`config.mk`:
```
export PLATFORM = sky130hd
export DESIGN_NAME = cbcs_queue
export DESIGN_NICKNAME = d
export VERILOG_FILES = /design/src/cbcs_pattern_aes_cbc_encryptor_defines.svh /design/src/cbcs_pkg.sv /design/src/cbcs_queue.sv
export SDC_FILE = /design/constraint.sdc
export NUM_CORES = 1
export LEC_CHECK = 0
export BUFFER_PORTS_ARGS = -buffer_cell sky130_fd_sc_hd__clkbuf_2
export CAP_MARGIN = 20
export CORE_ASPECT_RATIO = 1.75
export CORE_MARGIN = 4
export CORE_UTILIZATION = 40
export CTS_BUF_LIST = sky130_fd_sc_hd__clkbuf_8
export DETAILED_ROUTE_END_ITERATION = 10
export GPL_TIMING_DRIVEN = 0
export SETUP_SLACK_MARGIN = 0.02
export SLEW_MARGIN = 20
export SYNTH_ARGS = -nofsm -noshare
export SYNTH_HDL_FRONTEND = slang
export SYNTH_SLANG_ARGS = --single-unit
```
`constraint.sdc`:
```
create_clock -name i_clk -period 9.05 [get_ports i_clk]
set_clock_uncertainty 0.1 [all_clocks]
set_input_delay 1.81 -clock i_clk [delete_from_list [all_inputs] [get_ports i_clk]]
set_output_delay 1.81 -clock i_clk [all_outputs]
set_load 0.005 [all_outputs]
```
`src/cbcs_pattern_aes_cbc_encryptor_defines.svh`:
```
// assertion helpers
`ifndef CBCS_PATTERN_AES_CBC_ENCRYPTOR_DEFINES_SVH
`define CBCS_PATTERN_AES_CBC_ENCRYPTOR_DEFINES_SVH
`define CBCS_ASSERT(lbl, prop) \
    lbl: assert property (@(posedge i_clk) disable iff (!i_rst_n) prop) \
        else $error("assertion failed");
`define CBCS_NEVER(lbl, cond) \
    `CBCS_ASSERT(lbl, !(cond))
`endif

```
`src/cbcs_pkg.sv`:
```
`default_nettype none
package cbcs_pkg;
    typedef struct packed {
        logic [63:0] data_high;
        logic [63:0] data_low;
        logic [4:0]  byte_count;
        logic        first_of_sample;
        logic [23:0] bytes_left;
    } t_in;

    typedef struct packed {
        logic [63:0] out_high;
        logic [63:0] out_low;
        logic [4:0]  out_count;
        logic        was_encrypted;
    } t_out;

    // classified word handed from front to back
    typedef struct packed {
        logic [127:0] data;
        logic [4:0]   count;
        logic         enc;
        logic         restart;
    } t_job;

    localparam logic [2:0] REG_KEY_HIGH = 3'd0;
    localparam logic [2:0] REG_KEY_LOW  = 3'd1;
    localparam logic [2:0] REG_IV_HIGH  = 3'd2;
    localparam logic [2:0] REG_IV_LOW   = 3'd3;
    localparam logic [2:0] REG_CRYPT    = 3'd4;
    localparam logic [2:0] REG_SKIP     = 3'd5;

    localparam logic [4:0] BLOCK_BYTES = 5'd16;

    typedef enum logic [1:0] {
        ST_IDLE,
        ST_RUN,
        ST_DONE
    } t_state;

    localparam logic [7:0] SBOX [256] = '{
8'h63,8'h7c,8'h77,8'h7b,8'hf2,8'h6b,8'h6f,8'hc5,8'h30,8'h01,8'h67,8'h2b,8'hfe,8'hd7,8'hab,8'h76,
8'hca,8'h82,8'hc9,8'h7d,8'hfa,8'h59,8'h47,8'hf0,8'had,8'hd4,8'ha2,8'haf,8'h9c,8'ha4,8'h72,8'hc0,
8'hb7,8'hfd,8'h93,8'h26,8'h36,8'h3f,8'hf7,8'hcc,8'h34,8'ha5,8'he5,8'hf1,8'h71,8'hd8,8'h31,8'h15,
8'h04,8'hc7,8'h23,8'hc3,8'h18,8'h96,8'h05,8'h9a,8'h07,8'h12,8'h80,8'he2,8'heb,8'h27,8'hb2,8'h75,
8'h09,8'h83,8'h2c,8'h1a,8'h1b,8'h6e,8'h5a,8'ha0,8'h52,8'h3b,8'hd6,8'hb3,8'h29,8'he3,8'h2f,8'h84,
8'h53,8'hd1,8'h00,8'hed,8'h20,8'hfc,8'hb1,8'h5b,8'h6a,8'hcb,8'hbe,8'h39,8'h4a,8'h4c,8'h58,8'hcf,
8'hd0,8'hef,8'haa,8'hfb,8'h43,8'h4d,8'h33,8'h85,8'h45,8'hf9,8'h02,8'h7f,8'h50,8'h3c,8'h9f,8'ha8,
8'h51,8'ha3,8'h40,8'h8f,8'h92,8'h9d,8'h38,8'hf5,8'hbc,8'hb6,8'hda,8'h21,8'h10,8'hff,8'hf3,8'hd2,
8'hcd,8'h0c,8'h13,8'hec,8'h5f,8'h97,8'h44,8'h17,8'hc4,8'ha7,8'h7e,8'h3d,8'h64,8'h5d,8'h19,8'h73,
8'h60,8'h81,8'h4f,8'hdc,8'h22,8'h2a,8'h90,8'h88,8'h46,8'hee,8'hb8,8'h14,8'hde,8'h5e,8'h0b,8'hdb,
8'he0,8'h32,8'h3a,8'h0a,8'h49,8'h06,8'h24,8'h5c,8'hc2,8'hd3,8'hac,8'h62,8'h91,8'h95,8'he4,8'h79,
8'he7,8'hc8,8'h37,8'h6d,8'h8d,8'hd5,8'h4e,8'ha9,8'h6c,8'h56,8'hf4,8'hea,8'h65,8'h7a,8'hae,8'h08,
8'hba,8'h78,8'h25,8'h2e,8'h1c,8'ha6,8'hb4,8'hc6,8'he8,8'hdd,8'h74,8'h1f,8'h4b,8'hbd,8'h8b,8'h8a,
8'h70,8'h3e,8'hb5,8'h66,8'h48,8'h03,8'hf6,8'h0e,8'h61,8'h35,8'h57,8'hb9,8'h86,8'hc1,8'h1d,8'h9e,
8'he1,8'hf8,8'h98,8'h11,8'h69,8'hd9,8'h8e,8'h94,8'h9b,8'h1e,8'h87,8'he9,8'hce,8'h55,8'h28,8'hdf,
8'h8c,8'ha1,8'h89,8'h0d,8'hbf,8'he6,8'h42,8'h68,8'h41,8'h99,8'h2d,8'h0f,8'hb0,8'h54,8'hbb,8'h16
    };

    function automatic logic [7:0] xt(input logic [7:0] x);
        xt = {x[6:0], 1'b0} ^ (x[7] ? 8'h1b : 8'h00);
    endfunction

    // byte i of the state sits at bits [127-8i -: 8]
    function automatic logic [127:0] aes_round(input logic [127:0] s,
                                               input logic [127:0] rk,
                                               input logic         last);
        logic [7:0] t [16];
        logic [7:0] a0, a1, a2, a3, al;
        logic [127:0] r;
        for (int c = 0; c < 4; c++) begin
            for (int i = 0; i < 4; i++) begin
                t[4*c+i] = SBOX[s[127 - 8*(4*((c+i)%4)+i) -: 8]];
            end
        end
        if (!last) begin
            for (int c = 0; c < 4; c++) begin
                a0 = t[4*c]; a1 = t[4*c+1]; a2 = t[4*c+2]; a3 = t[4*c+3];
                al = a0 ^ a1 ^ a2 ^ a3;
                t[4*c]   = a0 ^ al ^ xt(a0 ^ a1);
                t[4*c+1] = a1 ^ al ^ xt(a1 ^ a2);
                t[4*c+2] = a2 ^ al ^ xt(a2 ^ a3);
                t[4*c+3] = a3 ^ al ^ xt(a3 ^ a0);
            end
        end
        for (int i = 0; i < 16; i++) begin
            r[127 - 8*i -: 8] = t[i];
        end
        aes_round = r ^ rk;
    endfunction

    function automatic logic [127:0] key_next(input logic [127:0] k,
                                              input logic [7:0]   rcon);
        logic [31:0] w0, w1, w2, w3, tw;
        w0 = k[127:96]; w1 = k[95:64]; w2 = k[63:32]; w3 = k[31:0];
        tw = {SBOX[w3[23:16]] ^ rcon, SBOX[w3[15:8]], SBOX[w3[7:0]], SBOX[w3[31:24]]};
        w0 = w0 ^ tw;
        w1 = w1 ^ w0;
        w2 = w2 ^ w1;
        w3 = w3 ^ w2;
        key_next = {w0, w1, w2, w3};
    endfunction
endpackage
`default_nettype wire

```
`src/cbcs_queue.sv`:
```
`default_nettype none
module cbcs_queue #(
    parameter int DEPTH = 2
) (
    input  wire             i_clk,
    input  wire             i_rst_n,
    input  wire             i_push,
    input  cbcs_pkg::t_job  i_word,
    output logic            o_full,
    input  wire             i_pop,
    output logic            o_empty,
    output cbcs_pkg::t_job  o_word
);
    localparam int AW = (DEPTH > 1) ? $clog2(DEPTH) : 1;
    cbcs_pkg::t_job r_mem [DEPTH];
    logic [AW-1:0] r_wp, r_rp;
    logic [AW:0]   r_cnt;

    assign o_full  = (r_cnt == (AW+1)'(DEPTH));
    assign o_empty = (r_cnt == '0);
    assign o_word  = r_mem[r_rp];

    always_ff @(posedge i_clk) begin
        if (i_push && !o_full) begin
            r_mem[r_wp] <= i_word;
        end
    end

    always_ff @(posedge i_clk) begin
        if (!i_rst_n) begin
            r_wp  <= '0;
            r_rp  <= '0;
            r_cnt <= '0;
        end else begin
            if (i_push && !o_full) begin
                r_wp <= (r_wp == AW'(DEPTH - 1)) ? '0 : r_wp + 1'b1;
            end
            if (i_pop && !o_empty) begin
                r_rp <= (r_rp == AW'(DEPTH - 1)) ? '0 : r_rp + 1'b1;
            end
            r_cnt <= r_cnt + (AW+1)'(i_push && !o_full) - (AW+1)'(i_pop && !o_empty);
        end
    end
endmodule
`default_nettype wire

```
Yosys cells after proc, flatten, opt, wreduce, memory -nomap -nowiden
Memory sizes are Yosys's and may differ from the RTL's. A register that Yosys moved wholly into a read port is not among the register bits.
Cells that the tools add are included.
Widths: inputs -> output; s select.
{"block": "word_totals", "elab_cells": 20, "regBits": 4, "mem_bits_rw": 270, "memories": 1, "output_inout_bits": 137}
{"memory": "r_mem", "depth": 2, "width": 135, "rd": 1, "rd_clocked_by_memory_dff": 1, "wr": 1, "line_no": "cbcs_queue.sv:15", "text": "cbcs_pkg::t_job r_mem [DEPTH];"}
{"block": "op_classes", "eq_ne": 1, "addsub": 4, "n_reduce_logical": 5, "mux": 6}
{"operator": "$mux 1", "n": 6}
{"operator": "$add 1x1->1 const B", "n": 2}
{"operator": "$add 2x1->2", "n": 1}
{"operator": "$eq 2x2->1 const B", "n": 1}
{"operator": "$logic_and 1x1->1", "n": 2}
{"operator": "$logic_not 1->1", "n": 2}
{"operator": "$logic_not 2->1", "n": 1}
{"operator": "$sub 2x1->2", "n": 1}

Depth between registers and ports, before layout
{"block": "logic_depth", "depth_word": 5, "depth_mapped": 8, "ltp_nobuf": 8}

Least setup slack after synthesis
No wires, ideal clock.
{"block": "synth_timing", "kind": "input to register", "startpoint": "input i_push", "endpoint": "memory r_mem[0][0] (netlist name), enable pin", "arrival_time_ns": 7.511, "path_slack_ns": 0.808, "stages": 2, "n_path_buf": 0, "required_ns": 8.319, "setup_time_ns": 0.631, "path_cell_list": "nand2_1 -> nor2_1"}
{"block": "synth_between", "elab_chain_len": 3}
{"element": "from (decl)", "line_no": "cbcs_queue.sv:7", "text": "input wire i_push,"}
{"element": "$logic_and 1x1->1", "line_no": "cbcs_queue.sv:24", "text": "if (i_push && !o_full) begin"}
{"element": "$mux 1", "line_no": "cbcs_queue.sv:24"}
{"element": "$mux 1 (implied by the code)", "line_no": "cbcs_queue.sv:25", "text": "r_mem[r_wp] <= i_word;"}
{"element": "to (decl)", "line_no": "cbcs_queue.sv:15"}
Every way passes these cells.

==> impl_results.md <==
* Status: finished, final reports clean
* Layout cells sized above 1 at 60.62%
* Hold endpoint: r_wp$_SDFFE_PN0P_
* DRT Pass-1 Iters at 4
* Final setup fails at 0
* Total power per unit cell area at 263.3 mW/mm^2
* Final antenna-violating net count at 0
* Setup Fix Bufs, Post-CTS at 0
* CTS Buf Count at 40
* Port bufs at 275
* Met2 wire length at 11,640 microns
* Gr ovfl total at 0
* Top Layer Used: met5
* CTS tree: done
* Hold Buf Count CTS at 0
* P&R area growth vs syn at 27.03%
* Critical path's top delay family: buffers and inverters
* Cell variety after synth at 17
* Critical-path top delay cell: dfxtp_1
* Max incr delay on CP at 0.32 ns
* Filler instances at 2,135
* Synth Register Bits at 275
* Die ar. at 0.02814 sq mm
* WS Path Type: reg -> out
* # nets final at 912
* Starting DRT DRC Count at 157
* Count of mapped cells out of synthesis at 445
* Crit-path cells: buf_6, buf_6, buf_6, mux2_4, clkbuf_2
* RSZ-0062 raised after global routing: false
* Die Wd at 128.5 microns
* Initial Util at 40.44%
* CP Capture Type: output pin
* Met3 Routed Length at 1799 microns
* Crit path DAT at 1.86 ns
* Io pins at 276
* GRT Util Overall at 14.82%
* WL/cell at 19.01 microns
* Pin count of the biggest net entering global routing at 57
* DR DRC count at 0
* Max-cap violations at 0
* Routed metal-1 wirelength at 6418 microns
* Post-synthesis sequential area ratio at 80.71%
* Post-route design area at 0.01292 sq mm
* Commonest non-fill, non-tap cell in the layout: clkbuf_2
* CTS sink cnt at 275
* Most frequent cells in the layout: 275 x clkbuf_2, 270 x edfxtp_1, 85 x mux2_2
* Placer congestion estimate at 0.7481
* F_max at 265.0 MHz
* Setup ws final at 5.276 ns
* R2R depth at 5
* First-pass GRT wire length at 31,650 microns
* Peak VDD IR at 170.2 uV
* Syn avg cell area at 22.85 sq um
* Fin Hold WS at 0.4487 ns
* Syn Nets at 586
* Fin crit share at 41.70%
* Initial antenna violation count at 7
* Final WL at 21,230 microns
* Detailed-route via count at 5,288
* CTS root buf: clkbuf_8
* Critical R2R Launch: r_cnt[0]$_SDFF_PN0_
* Worst-Margin Slew at 0.5969 ns
* Worst Min Path Start: r_wp$_SDFFE_PN0P_
* Most frequent CP cell: buf_6
* Startpoint types: flip-flop
* Fin. max-slew vios at 0
* Worst EP required at 7.14 ns
* Fin crit period at 3.774 ns
* WP buf/inv at 4
* Yosys top cell by area: edfxtp_1
* Worst-skew pair later-pin latency at 0.54 ns
* YS warnings at 0
* Worst slack, placed at 5.607 ns
* Cell Area, Placed at 0.01218 sq mm
* Post-synth top area share at 79.72%
* Largest cells by area after synthesis: edfxtp_1 80%, mux2_2 9.4%, mux2_4 7.4%
* Std cell rows at 77
* Die height at 218.9 microns
* Vias in the first global route at 6,065
* Post-cts sizing count at 0
* Routed vias/inst at 4.734
* Min-Delay Path Class: reg -> reg
* Hold Path Depth at 2
* Htree depth at 2
* Synthesized area at 0.01017 sq mm
* Max Buffers Root-to-Sink at 3
* R2r endpoint: r_mem[0][93]$_DFFE_PP_
* Core area at 0.02515 sq mm
* Register-to-register setup slack at 6.97 ns
* Rel. slew slack at 60.11%
* Final Hold Fails at 0
* HPWL after DPL at 15,570 microns
* Clock slew seen by the registers of the worst setup and hold paths at 0.06 ns
* Crit path max fanout at 10
* Leak Pwr at 5.054 nW
[logic make-up after synthesis]
| family | count (synthesis) | share of synthesized area [%] |
|---|---|---|
| flops | 275 | 80.71 |
| xor+xnor | 3 | 0.2584 |
| simple gates | 11 | 0.5783 |
| compound gates | 1 | 0.07385 |
| mux | 136 | 16.89 |
| fa+ha+maj | 2 | 0.2460 |
| buf+inv | 17 | 1.243 |
[per-stage QoR]
step                      cells  util (%)  setup TNS [ns]  power (W)
after detailed placement   1045     48.44               0   0.002539
after floorplan             445         -               0   0.002169
after CTS                  1116     51.37               0   0.003471
after global placement     1036     47.49         -297.92   0.002516
final                      1117     51.38               0   0.003402
after global routing       1117     51.38               0   0.003588
[worst max path at each step]
stage                          from                     end  slack, ns  cells past startpoint
after detailed placement     i_push  r_mem[0][41]$_DFFE_PP_       5.61                      5
after floorplan              i_push   r_mem[0][0]$_DFFE_PP_       0.81                      2
final                     flip-flop              o_word[86]       5.28                      5
after global placement       i_push  r_mem[0][85]$_DFFE_PP_      -2.21                      3
after CTS                 flip-flop             o_word[114]       5.18                      5
after global routing      flip-flop             o_word[100]       5.15                      5
[power by group]
group / total [W] / leakage, nW / internal, W / switching (W)
clock network: 0.000916 / 0.426 / 0.000478 / 0.000437
logic: 0.000849 / 2.06 / 0.000450 / 0.000399
registers: 0.00164 / 2.56 / 0.00160 / 0.0000401
total: 0.00340 / 5.05 / 0.00253 / 0.000876
[tightest hold or removal path: cells and delay by family (launching register included)]
kind             cells  cell delay, ns
DFF                  1            0.36
muxes                1            0.06
and+or+nand+nor      1            0.08
[cells in the mapped netlist]
| cell | count |
|---|---|
| edfxtp_1 | 270 |
| mux2_2 | 85 |
| mux2_4 | 50 |
| buf_2 | 8 |
| buf_6 | 7 |
| dfxtp_1 | 5 |
| xnor2_1 | 3 |
| and2_1 | 2 |
| ha_1 | 2 |
| inv_1 | 2 |
| nand2_1 | 2 |
| nand2b_1 | 2 |
| nor2_1 | 2 |
| nor2b_1 | 2 |
| and3_1 | 1 |
| mux2i_1 | 1 |
| o21a_1 | 1 |
[per-layer routing]
metal  GRT usage, %  up-vias
met5              0        -
met4          9.601       12
met3          5.382       87
met2          27.13      222
met1          13.35     2535
li1               -     2432
[area by class of cell]
cell class              count  area [sq um]  area share, %
multi-input cells         153          1848          14.31
inverters                   2         7.507        0.05811
well taps                 316         395.4          3.061
clock buffers              41         564.3          4.368
flip-flops and latches    275          8208          63.54
repair buffers            284          1602          12.40
plain buffers              15         118.9         0.9201
clock inverters            30         172.7          1.337
diodes                      1         2.502        0.01937
[flip-flops by register name (all words and copies together) (netlist names), named ones only]
name / cells
r_cnt: 2
r_mem: 270
r_rp: 1
r_wp: 1
No activity file was read; power rests on OpenSTA's default activity.
