$ cat src/cbcs_pattern_aes_cbc_encryptor_defines.svh
// assertion helpers
`ifndef CBCS_PATTERN_AES_CBC_ENCRYPTOR_DEFINES_SVH
`define CBCS_PATTERN_AES_CBC_ENCRYPTOR_DEFINES_SVH
`define CBCS_ASSERT(lbl, prop) \
    lbl: assert property (@(posedge i_clk) disable iff (!i_rst_n) prop) \
        else $error("assertion failed");
`define CBCS_NEVER(lbl, cond) \
    `CBCS_ASSERT(lbl, !(cond))
`endif

$ cat src/cbcs_pkg.sv
`default_nettype none
package cbcs_pkg;
    typedef struct packed {
        logic [63:0] data_high;
        logic [63:0] data_low;
        logic [4:0]  byte_count;
        logic        first_of_sample;
        logic [23:0] bytes_left;
    } t_in;

    typedef struct packed {
        logic [63:0] out_high;
        logic [63:0] out_low;
        logic [4:0]  out_count;
        logic        was_encrypted;
    } t_out;

    // classified word handed from front to back
    typedef struct packed {
        logic [127:0] data;
        logic [4:0]   count;
        logic         enc;
        logic         restart;
    } t_job;

    localparam logic [2:0] REG_KEY_HIGH = 3'd0;
    localparam logic [2:0] REG_KEY_LOW  = 3'd1;
    localparam logic [2:0] REG_IV_HIGH  = 3'd2;
    localparam logic [2:0] REG_IV_LOW   = 3'd3;
    localparam logic [2:0] REG_CRYPT    = 3'd4;
    localparam logic [2:0] REG_SKIP     = 3'd5;

    localparam logic [4:0] BLOCK_BYTES = 5'd16;

    typedef enum logic [1:0] {
        ST_IDLE,
        ST_RUN,
        ST_DONE
    } t_state;

    localparam logic [7:0] SBOX [256] = '{
8'h63,8'h7c,8'h77,8'h7b,8'hf2,8'h6b,8'h6f,8'hc5,8'h30,8'h01,8'h67,8'h2b,8'hfe,8'hd7,8'hab,8'h76,
8'hca,8'h82,8'hc9,8'h7d,8'hfa,8'h59,8'h47,8'hf0,8'had,8'hd4,8'ha2,8'haf,8'h9c,8'ha4,8'h72,8'hc0,
8'hb7,8'hfd,8'h93,8'h26,8'h36,8'h3f,8'hf7,8'hcc,8'h34,8'ha5,8'he5,8'hf1,8'h71,8'hd8,8'h31,8'h15,
8'h04,8'hc7,8'h23,8'hc3,8'h18,8'h96,8'h05,8'h9a,8'h07,8'h12,8'h80,8'he2,8'heb,8'h27,8'hb2,8'h75,
8'h09,8'h83,8'h2c,8'h1a,8'h1b,8'h6e,8'h5a,8'ha0,8'h52,8'h3b,8'hd6,8'hb3,8'h29,8'he3,8'h2f,8'h84,
8'h53,8'hd1,8'h00,8'hed,8'h20,8'hfc,8'hb1,8'h5b,8'h6a,8'hcb,8'hbe,8'h39,8'h4a,8'h4c,8'h58,8'hcf,
8'hd0,8'hef,8'haa,8'hfb,8'h43,8'h4d,8'h33,8'h85,8'h45,8'hf9,8'h02,8'h7f,8'h50,8'h3c,8'h9f,8'ha8,
8'h51,8'ha3,8'h40,8'h8f,8'h92,8'h9d,8'h38,8'hf5,8'hbc,8'hb6,8'hda,8'h21,8'h10,8'hff,8'hf3,8'hd2,
8'hcd,8'h0c,8'h13,8'hec,8'h5f,8'h97,8'h44,8'h17,8'hc4,8'ha7,8'h7e,8'h3d,8'h64,8'h5d,8'h19,8'h73,
8'h60,8'h81,8'h4f,8'hdc,8'h22,8'h2a,8'h90,8'h88,8'h46,8'hee,8'hb8,8'h14,8'hde,8'h5e,8'h0b,8'hdb,
8'he0,8'h32,8'h3a,8'h0a,8'h49,8'h06,8'h24,8'h5c,8'hc2,8'hd3,8'hac,8'h62,8'h91,8'h95,8'he4,8'h79,
8'he7,8'hc8,8'h37,8'h6d,8'h8d,8'hd5,8'h4e,8'ha9,8'h6c,8'h56,8'hf4,8'hea,8'h65,8'h7a,8'hae,8'h08,
8'hba,8'h78,8'h25,8'h2e,8'h1c,8'ha6,8'hb4,8'hc6,8'he8,8'hdd,8'h74,8'h1f,8'h4b,8'hbd,8'h8b,8'h8a,
8'h70,8'h3e,8'hb5,8'h66,8'h48,8'h03,8'hf6,8'h0e,8'h61,8'h35,8'h57,8'hb9,8'h86,8'hc1,8'h1d,8'h9e,
8'he1,8'hf8,8'h98,8'h11,8'h69,8'hd9,8'h8e,8'h94,8'h9b,8'h1e,8'h87,8'he9,8'hce,8'h55,8'h28,8'hdf,
8'h8c,8'ha1,8'h89,8'h0d,8'hbf,8'he6,8'h42,8'h68,8'h41,8'h99,8'h2d,8'h0f,8'hb0,8'h54,8'hbb,8'h16
    };

    function automatic logic [7:0] xt(input logic [7:0] x);
        xt = {x[6:0], 1'b0} ^ (x[7] ? 8'h1b : 8'h00);
    endfunction

    // byte i of the state sits at bits [127-8i -: 8]
    function automatic logic [127:0] aes_round(input logic [127:0] s,
                                               input logic [127:0] rk,
                                               input logic         last);
        logic [7:0] t [16];
        logic [7:0] a0, a1, a2, a3, al;
        logic [127:0] r;
        for (int c = 0; c < 4; c++) begin
            for (int i = 0; i < 4; i++) begin
                t[4*c+i] = SBOX[s[127 - 8*(4*((c+i)%4)+i) -: 8]];
            end
        end
        if (!last) begin
            for (int c = 0; c < 4; c++) begin
                a0 = t[4*c]; a1 = t[4*c+1]; a2 = t[4*c+2]; a3 = t[4*c+3];
                al = a0 ^ a1 ^ a2 ^ a3;
                t[4*c]   = a0 ^ al ^ xt(a0 ^ a1);
                t[4*c+1] = a1 ^ al ^ xt(a1 ^ a2);
                t[4*c+2] = a2 ^ al ^ xt(a2 ^ a3);
                t[4*c+3] = a3 ^ al ^ xt(a3 ^ a0);
            end
        end
        for (int i = 0; i < 16; i++) begin
            r[127 - 8*i -: 8] = t[i];
        end
        aes_round = r ^ rk;
    endfunction

    function automatic logic [127:0] key_next(input logic [127:0] k,
                                              input logic [7:0]   rcon);
        logic [31:0] w0, w1, w2, w3, tw;
        w0 = k[127:96]; w1 = k[95:64]; w2 = k[63:32]; w3 = k[31:0];
        tw = {SBOX[w3[23:16]] ^ rcon, SBOX[w3[15:8]], SBOX[w3[7:0]], SBOX[w3[31:24]]};
        w0 = w0 ^ tw;
        w1 = w1 ^ w0;
        w2 = w2 ^ w1;
        w3 = w3 ^ w2;
        key_next = {w0, w1, w2, w3};
    endfunction
endpackage
`default_nettype wire

$ cat src/cbcs_front.sv
`default_nettype none
module cbcs_front #(
    parameter int PATTERN_BLOCKS     = 10,
    parameter int SAMPLE_LENGTH_BITS = 24
) (
    input  wire              i_clk,
    input  wire              i_rst_n,
    input  wire              i_valid,
    input  cbcs_pkg::t_in    i_item,
    input  wire              i_take,
    input  wire [3:0]        i_crypt,
    input  wire [3:0]        i_skip,
    output cbcs_pkg::t_job   o_job
);
    localparam int PW = $clog2(PATTERN_BLOCKS + 1);
    localparam int LW = (SAMPLE_LENGTH_BITS < 24) ? SAMPLE_LENGTH_BITS : 24;

    logic [PW-1:0] r_pos, n_pos;
    logic          r_seg, n_seg;
    logic [4:0]    crypt_c, skip_c, period, room;
    logic [PW-1:0] pos0;
    logic [LW-1:0] left;
    logic [9:0]    thr;
    logic          enc;

    always_comb begin
        crypt_c = ({1'b0, i_crypt} > 5'(PATTERN_BLOCKS)) ? 5'(PATTERN_BLOCKS)
                                                         : {1'b0, i_crypt};
        room    = 5'(PATTERN_BLOCKS) - crypt_c;
        skip_c  = ({1'b0, i_skip} > room) ? room : {1'b0, i_skip};
        period  = crypt_c + skip_c;
        left    = i_item.bytes_left[LW-1:0];
        thr     = {1'b0, crypt_c, 4'd0};
        pos0    = i_item.first_of_sample ? '0 : r_pos;
        if (period == 5'd0 || 5'(pos0) >= period) begin
            pos0 = '0;
        end
        n_seg = r_seg;
        enc   = 1'b0;
        n_pos = pos0;
        if (period != 5'd0) begin
            if (pos0 == '0) begin
                n_seg = 24'(left) > 24'(thr);
            end
            enc   = (5'(pos0) < crypt_c) && n_seg &&
                    (i_item.byte_count == cbcs_pkg::BLOCK_BYTES);
            n_pos = (5'(pos0) + 5'd1 >= period) ? '0 : PW'(5'(pos0) + 5'd1);
        end
        o_job.data    = {i_item.data_high, i_item.data_low};
        o_job.count   = i_item.byte_count;
        o_job.enc     = enc;
        o_job.restart = i_item.first_of_sample;
    end

    always_ff @(posedge i_clk) begin
        if (!i_rst_n) begin
            r_pos <= '0;
            r_seg <= 1'b0;
        end else if (i_valid && i_take) begin
            r_pos <= n_pos;
            r_seg <= n_seg;
        end
    end
endmodule
`default_nettype wire

$ cat config.mk
export PLATFORM = sky130hd
export DESIGN_NAME = cbcs_front
export DESIGN_NICKNAME = d
export VERILOG_FILES = /design/src/cbcs_pattern_aes_cbc_encryptor_defines.svh /design/src/cbcs_pkg.sv /design/src/cbcs_front.sv
export SDC_FILE = /design/constraint.sdc
export NUM_CORES = 1
export LEC_CHECK = 0
export ABC_AREA = 1
export BUFFER_PORTS_ARGS = -buffer_cell sky130_fd_sc_hd__buf_2
export CORE_AREA = 2 2 118 120
export CTS_CLUSTER_SIZE = 12
export DETAILED_ROUTE_END_ITERATION = 8
export DIE_AREA = 0 0 120 122
export SLEW_MARGIN = 20
export SYNTH_ARGS = -nofsm -noshare
export SYNTH_HDL_FRONTEND = slang
export SYNTH_SLANG_ARGS = --single-unit
export TNS_END_PERCENT = 5
$ cat constraint.sdc
create_clock -name i_clk -period 5.2 [get_ports i_clk]
set_clock_uncertainty 0.2 [all_clocks]
set_input_delay 0.26 -clock i_clk [delete_from_list [all_inputs] [get_ports i_clk]]
set_output_delay 0.26 -clock i_clk [all_outputs]
set_load 0.02 [all_outputs]
Word level (Yosys, flattened, before mapping)
Index checks and enable logic that the tools add are counted.

$add $sub $neg: 3. $lt $le $gt $ge: 6. Equal/unequal tests: 1. Mux-type cells: 9. Reduce and logical (&&, ||, !) cells: 8.

Operator list (count): 24-bit by 8-bit > comparator with 1-bit output (1); 4-bit two-way mux (5); 4-bit by 1-bit adder with 5-bit output (second input constant) (1); 4-bit by 5-bit adder with 5-bit output (1); 5-bit equality test (second input constant) (1); 4-bit by 5-bit greater-or-equal comparator with 1-bit output (1); 5-bit greater-or-equal comparator (1); 4-bit by 5-bit > comparator with 1-bit output (1); 5-bit logical NOT (1); 5-bit two-way mux (1); 5-bit nonzero test (1); 4-bit by 4-bit subtractor with 5-bit output (first input constant) (1); 4-bit > comparator (second input constant) (1); 4-bit logical NOT (1); 4-bit < comparator (1); 1-bit logical AND (3); 1-bit two-way mux (3); 2-bit AND reduction (1); 1-bit logical OR (1).

Flip-flop bits (word level): 5. Output and inout bits: 135. Word-level logic and storage cells: 29.

Depth between registers and ports, before layout
Depth after elaboration: 15. Gate-level depth with buffers: 39.

Worst setup path after synthesis
No wires, ideal clock.

Path type: input-to-reg. From: in i_crypt[1]. To: reg r_pos[3]. Setup time: 0.066 ns. Arrival: 4.825 ns. Data required time: 4.934 ns. Setup slack: 0.109 ns. Stages on the path: 36. Cells stage by stage: nand2_1 > nand2_2 > nand2_2 > inv_1 > nor2_1 > o311ai_0 > ha_1 > nand2_1 > nor2_1 > nor2_1 > nor2_1 > nand2_2 > o21ai_0 > inv_1 > nand2_1 > o21ai_0 > ha_1 > a21oi_1 > nand3_2 > and2_1 > ha_1 > nand2_1 > o21bai_1 > nand2_1 > nand2_1 > nor2_2 > inv_1 > ha_1 > ha_1 > o21ai_0 > nand2_1 > o211ai_1 > inv_1 > nand2_2 > nand3_1 > a21oi_2.

Word-level cells in the longest chain between the ends: 13. Elaborated cells between the ends (all ways): 15. Those cells by class: 3 x add/sub; 4 x order compare; 5 x mux; 3 x reduce/logical.

Ends and longest elaborated chain: start: declaration (RTL line cbcs_front.sv:11) `input wire [3:0] i_crypt,`; 4-bit > comparator (RTL line cbcs_front.sv:27) `crypt_c = ({1'b0, i_crypt} > 5'(PATTERN_BLOCKS)) ? 5'(PATTERN_BLOCKS)`; 4-bit two-way mux * (RTL line cbcs_front.sv:27); 4-bit by 4-bit subtractor with 5-bit output (RTL line cbcs_front.sv:29) `room = 5'(PATTERN_BLOCKS) - crypt_c;`; 4-bit by 5-bit > comparator with 1-bit output (RTL line cbcs_front.sv:30) `skip_c = ({1'b0, i_skip} > room) ? room : {1'b0, i_skip};`; 5-bit two-way mux (RTL line cbcs_front.sv:30); 4-bit by 5-bit adder with 5-bit output * (RTL line cbcs_front.sv:31) `period = crypt_c + skip_c;`; 4-bit by 5-bit greater-or-equal comparator with 1-bit output / 5-bit logical NOT (equally long branches) (RTL line cbcs_front.sv:35) `if (period == 5'd0 || 5'(pos0) >= period) begin`; 1-bit logical OR (RTL line cbcs_front.sv:35); 4-bit two-way mux (RTL line cbcs_front.sv:35); 4-bit by 1-bit adder with 5-bit output (RTL line cbcs_front.sv:47) `n_pos = (5'(pos0) + 5'd1 >= period) ? '0 : PW'(5'(pos0) + 5'd1);`; 5-bit greater-or-equal comparator (RTL line cbcs_front.sv:47); 4-bit two-way mux (RTL line cbcs_front.sv:47); 4-bit two-way mux * (RTL line cbcs_front.sv:41) `if (period != 5'd0) begin`; end signal: assignment (RTL line cbcs_front.sv:60) `r_pos <= n_pos;`; end: declaration (RTL line cbcs_front.sv:18) `logic [PW-1:0] r_pos, n_pos;`.

Every way passes the cells marked *; elsewhere a longest branch is shown, timed or not. A chain may end at the register's enable or synchronous reset.

==> reports/metrics.cfg <==
[drt]
via_per_inst=3.63
postRouteAntennaNets=0
dr.pass1.iters=4
drc=0
drt_wl_total_um=5810
first_iter_violations=39
num_vias=1701
wl_per_cell_um=12.4

[synthesis]
synth_area_per_cell_um2=6.77
syn_nets=520
seq_area_frac_synth_pct=4.48
yosysWarningCount=0
synth_ff_type=dfxtp_1
synth_edf_count=0
synth_cell_types=30
synthArstFlopShare_pct=0
ys_ff_latch=5
synth_area_um2=2230
syn_inst=330

[setup_path]
critPathArrivalTime_ps=4510
crit_path_start_kind=primary input
r2r-end=r_pos[3]
critical_path_class=in2out
cp_slowest_cell=ha_1
r2r_start=r_pos[1]
r2r_cells=22
cp.required_ps=4740
cpPeakStageDelay_ps=330
cp_top_family=simple AND/OR/NAND/NOR gates
reg2reg_slack_ps=2010
worst-path-buf-inv=8
crit_path_max_fanout=5
crit_top_cell=nand2_2
worstSetupEndpointType=output port

[grt]
use_met1_pct=6.93
busiest_layer=met2
grt_use_met3_pct=5.10
antenna_found_initial=1
use_met2_pct=11.4
grt_pass1_wl_um=8480
grt-ovfl-total=0
grt_pass1_vias=1659
grt_max_degree=7
grt.total_usage_pct=7.46

[timing]
period_share_pct=95.6
setup_viol=0
hold_viol=0
tightest_slew_ps=534
maxSlewViolCount=0
fin_crit_ps=4970
finalSetupTns_ps=0
fmax_ghz=0.201
max_slew_margin_pct=63.9

[floorplanning]
die_h_um=122
die_width_um=120
die_area_um2=14600
core_um2=13500
io_pins=305
row_count=43
start_util_pct=16.5

[power]
peakVddDrop_mv=0.0626
p_switching_uw=150
clock_power_share_pct=30.0
comb_power_share_pct=59.9
p_leak_uw=0.00108
p_int_uw=266
p_sw_share_pct=36.0
p_seq_share_pct=10.1
powerDensity_nw_per_um2=187

[clock_network]
cts-root-buf=clkbuf_16
ctsHoldBuffers=0
cts_made_buffers=3
cts_tree=done
htreeDepth=1
clock-sinks=5
cts_max_path_buffers=2
clk_pin_slew_worst_paths_ps=30
clk_latency_ps=220

[placement]
numPortBuffers=48
place_congestion=0.823
dp_cells=453
dp_hpwl_um=5050

[cells_and_area]
area.growth.synth_to_final_pct=-0.336
fin_nets=478
fillers=1525
fin_cells=468
final_layout_size_suffix_gt1_share_pct=49.5

[hold_path]
hold_class=in2reg
worstHoldEndpoint=r_pos[3]
min-delay-start=i_rst_n
whs_path_depth=3

[outcome]
status=finished, final reports clean

[flow_run]
cap_violations=0

## cells in the final DEF (no fill, tap or decap), types with 3 or more instances in the layout
cell and count:
nand3_1 8, inv_2 5, o21bai_1 3, nand3b_1 4
ha_1 15, nand3_2 3, clkbuf_16 3, nand2_2 17
buf_6 4, a21oi_1 5, nor2_1 21, nand3_4 3
nand4_1 5, dfxtp_1 5, nor2_2 5, o21ai_0 5
buf_2 46, ha_4 4, nand2_1 32, inv_1 31
nor4_1 3, buf_4 39
## power groups by stage
stage	Clock, uW	Combinational [uW]	Sequential [uW]
floorplan	0	267	42.1
global placement	0	207	42.5
detailed placement	0	209	42.5
CTS	128	216	42.0
global route	130	279	42.3
finish	125	249	41.9
## worst max path at each step
stage,end,startpoint,depth (start not counted)
2_1_floorplan,r_pos[3],i_crypt[1],36
3_3_place_gp,o_job[1],i_crypt[0],32
3_5_place_dp,o_job[1],i_crypt[1],32
4_1_cts,o_job[1],i_crypt[1],36
5_1_grt,o_job[1],i_crypt[1],37
6_report,o_job[1],i_crypt[1],37
## per-layer routing
metal	wire length (um)	share of wire (%)	vias to the layer above
li1	-	-	821
met4	391	6.7	0
met5	0	0	-
met3	932	16	46
met2	2560	44	110
met1	1930	33	724
## what timing repair did
item | in CTS | in global routing
cloned | 0 | 0
endpoints found under the setup margin | 1 | 5
gates resized for setup | 7 | 30
pin swaps | 1 | 30
setup buffers | 1 | 9
## state kept, by name (all words and copies together), names as in the netlist
name / flops
r_seg: 1
r_pos: 4
## cell type report
cell class	count	area [um2]	share of cell area [%]
multi-input cells	152	1110	49.9
repair buffers	89	568	25.5
well taps	180	225	10.1
inverters	37	141	6.35
flip-flops and latches	5	100	4.50
clock buffers	4	78.8	3.54
diodes	1	2.50	0.112
## through the flow
stage / setup WS (ps) / hold WS (ps) / power, uW / utilization, % / cell area (um2)
detailed placement: -463 / 256 / 251 / 14.2 / 1910
CTS: 93.7 / 180 / 385 / 15.0 / 2020
global placement: -407 / 257 / 249 / 14.2 / 1910
floorplan: 109 / 242 / 309 / - / 2230
global route: -103 / 202 / 451 / 16.5 / 2220
finish: 230 / 171 / 416 / 16.5 / 2230
## Yosys cell counts (all sizes together) (2+ instances only)
| library cell | instances | area, um2 |
|---|---|---|
| nand4 | 5 | 31.3 |
| nand3 | 14 | 115 |
| o21ai | 8 | 40.0 |
| ha | 19 | 238 |
| nand2 | 49 | 216 |
| nand3b | 4 | 30.0 |
| a211oi | 2 | 20.0 |
| nor4 | 4 | 25.0 |
| inv | 37 | 139 |
| dfxtp | 5 | 100 |
| buf | 135 | 1010 |
| o21bai | 4 | 30.0 |
| nor2 | 28 | 113 |
| a21oi | 7 | 38.8 |
## worst reg2reg max path: cells and delay by family (launching register included)
family	cells	cell delay [ps]
buffers and inverters	4	370
AND/OR/NAND/NOR	11	1120
adder cells (fa/ha/maj)	3	760
flip-flops	1	310
AO/OA/AOI/OAI	4	350
## cells by family after synthesis
family,synth area share (%)
xor gates and xnor gates,0.728
buffers and inverters,51.8
DFF,4.48
AOI/OAI and AO/OA,7.23
adders and majority gates,11.5
and+or+nand+nor,24.3
Power figures use the tool's default switching activity.
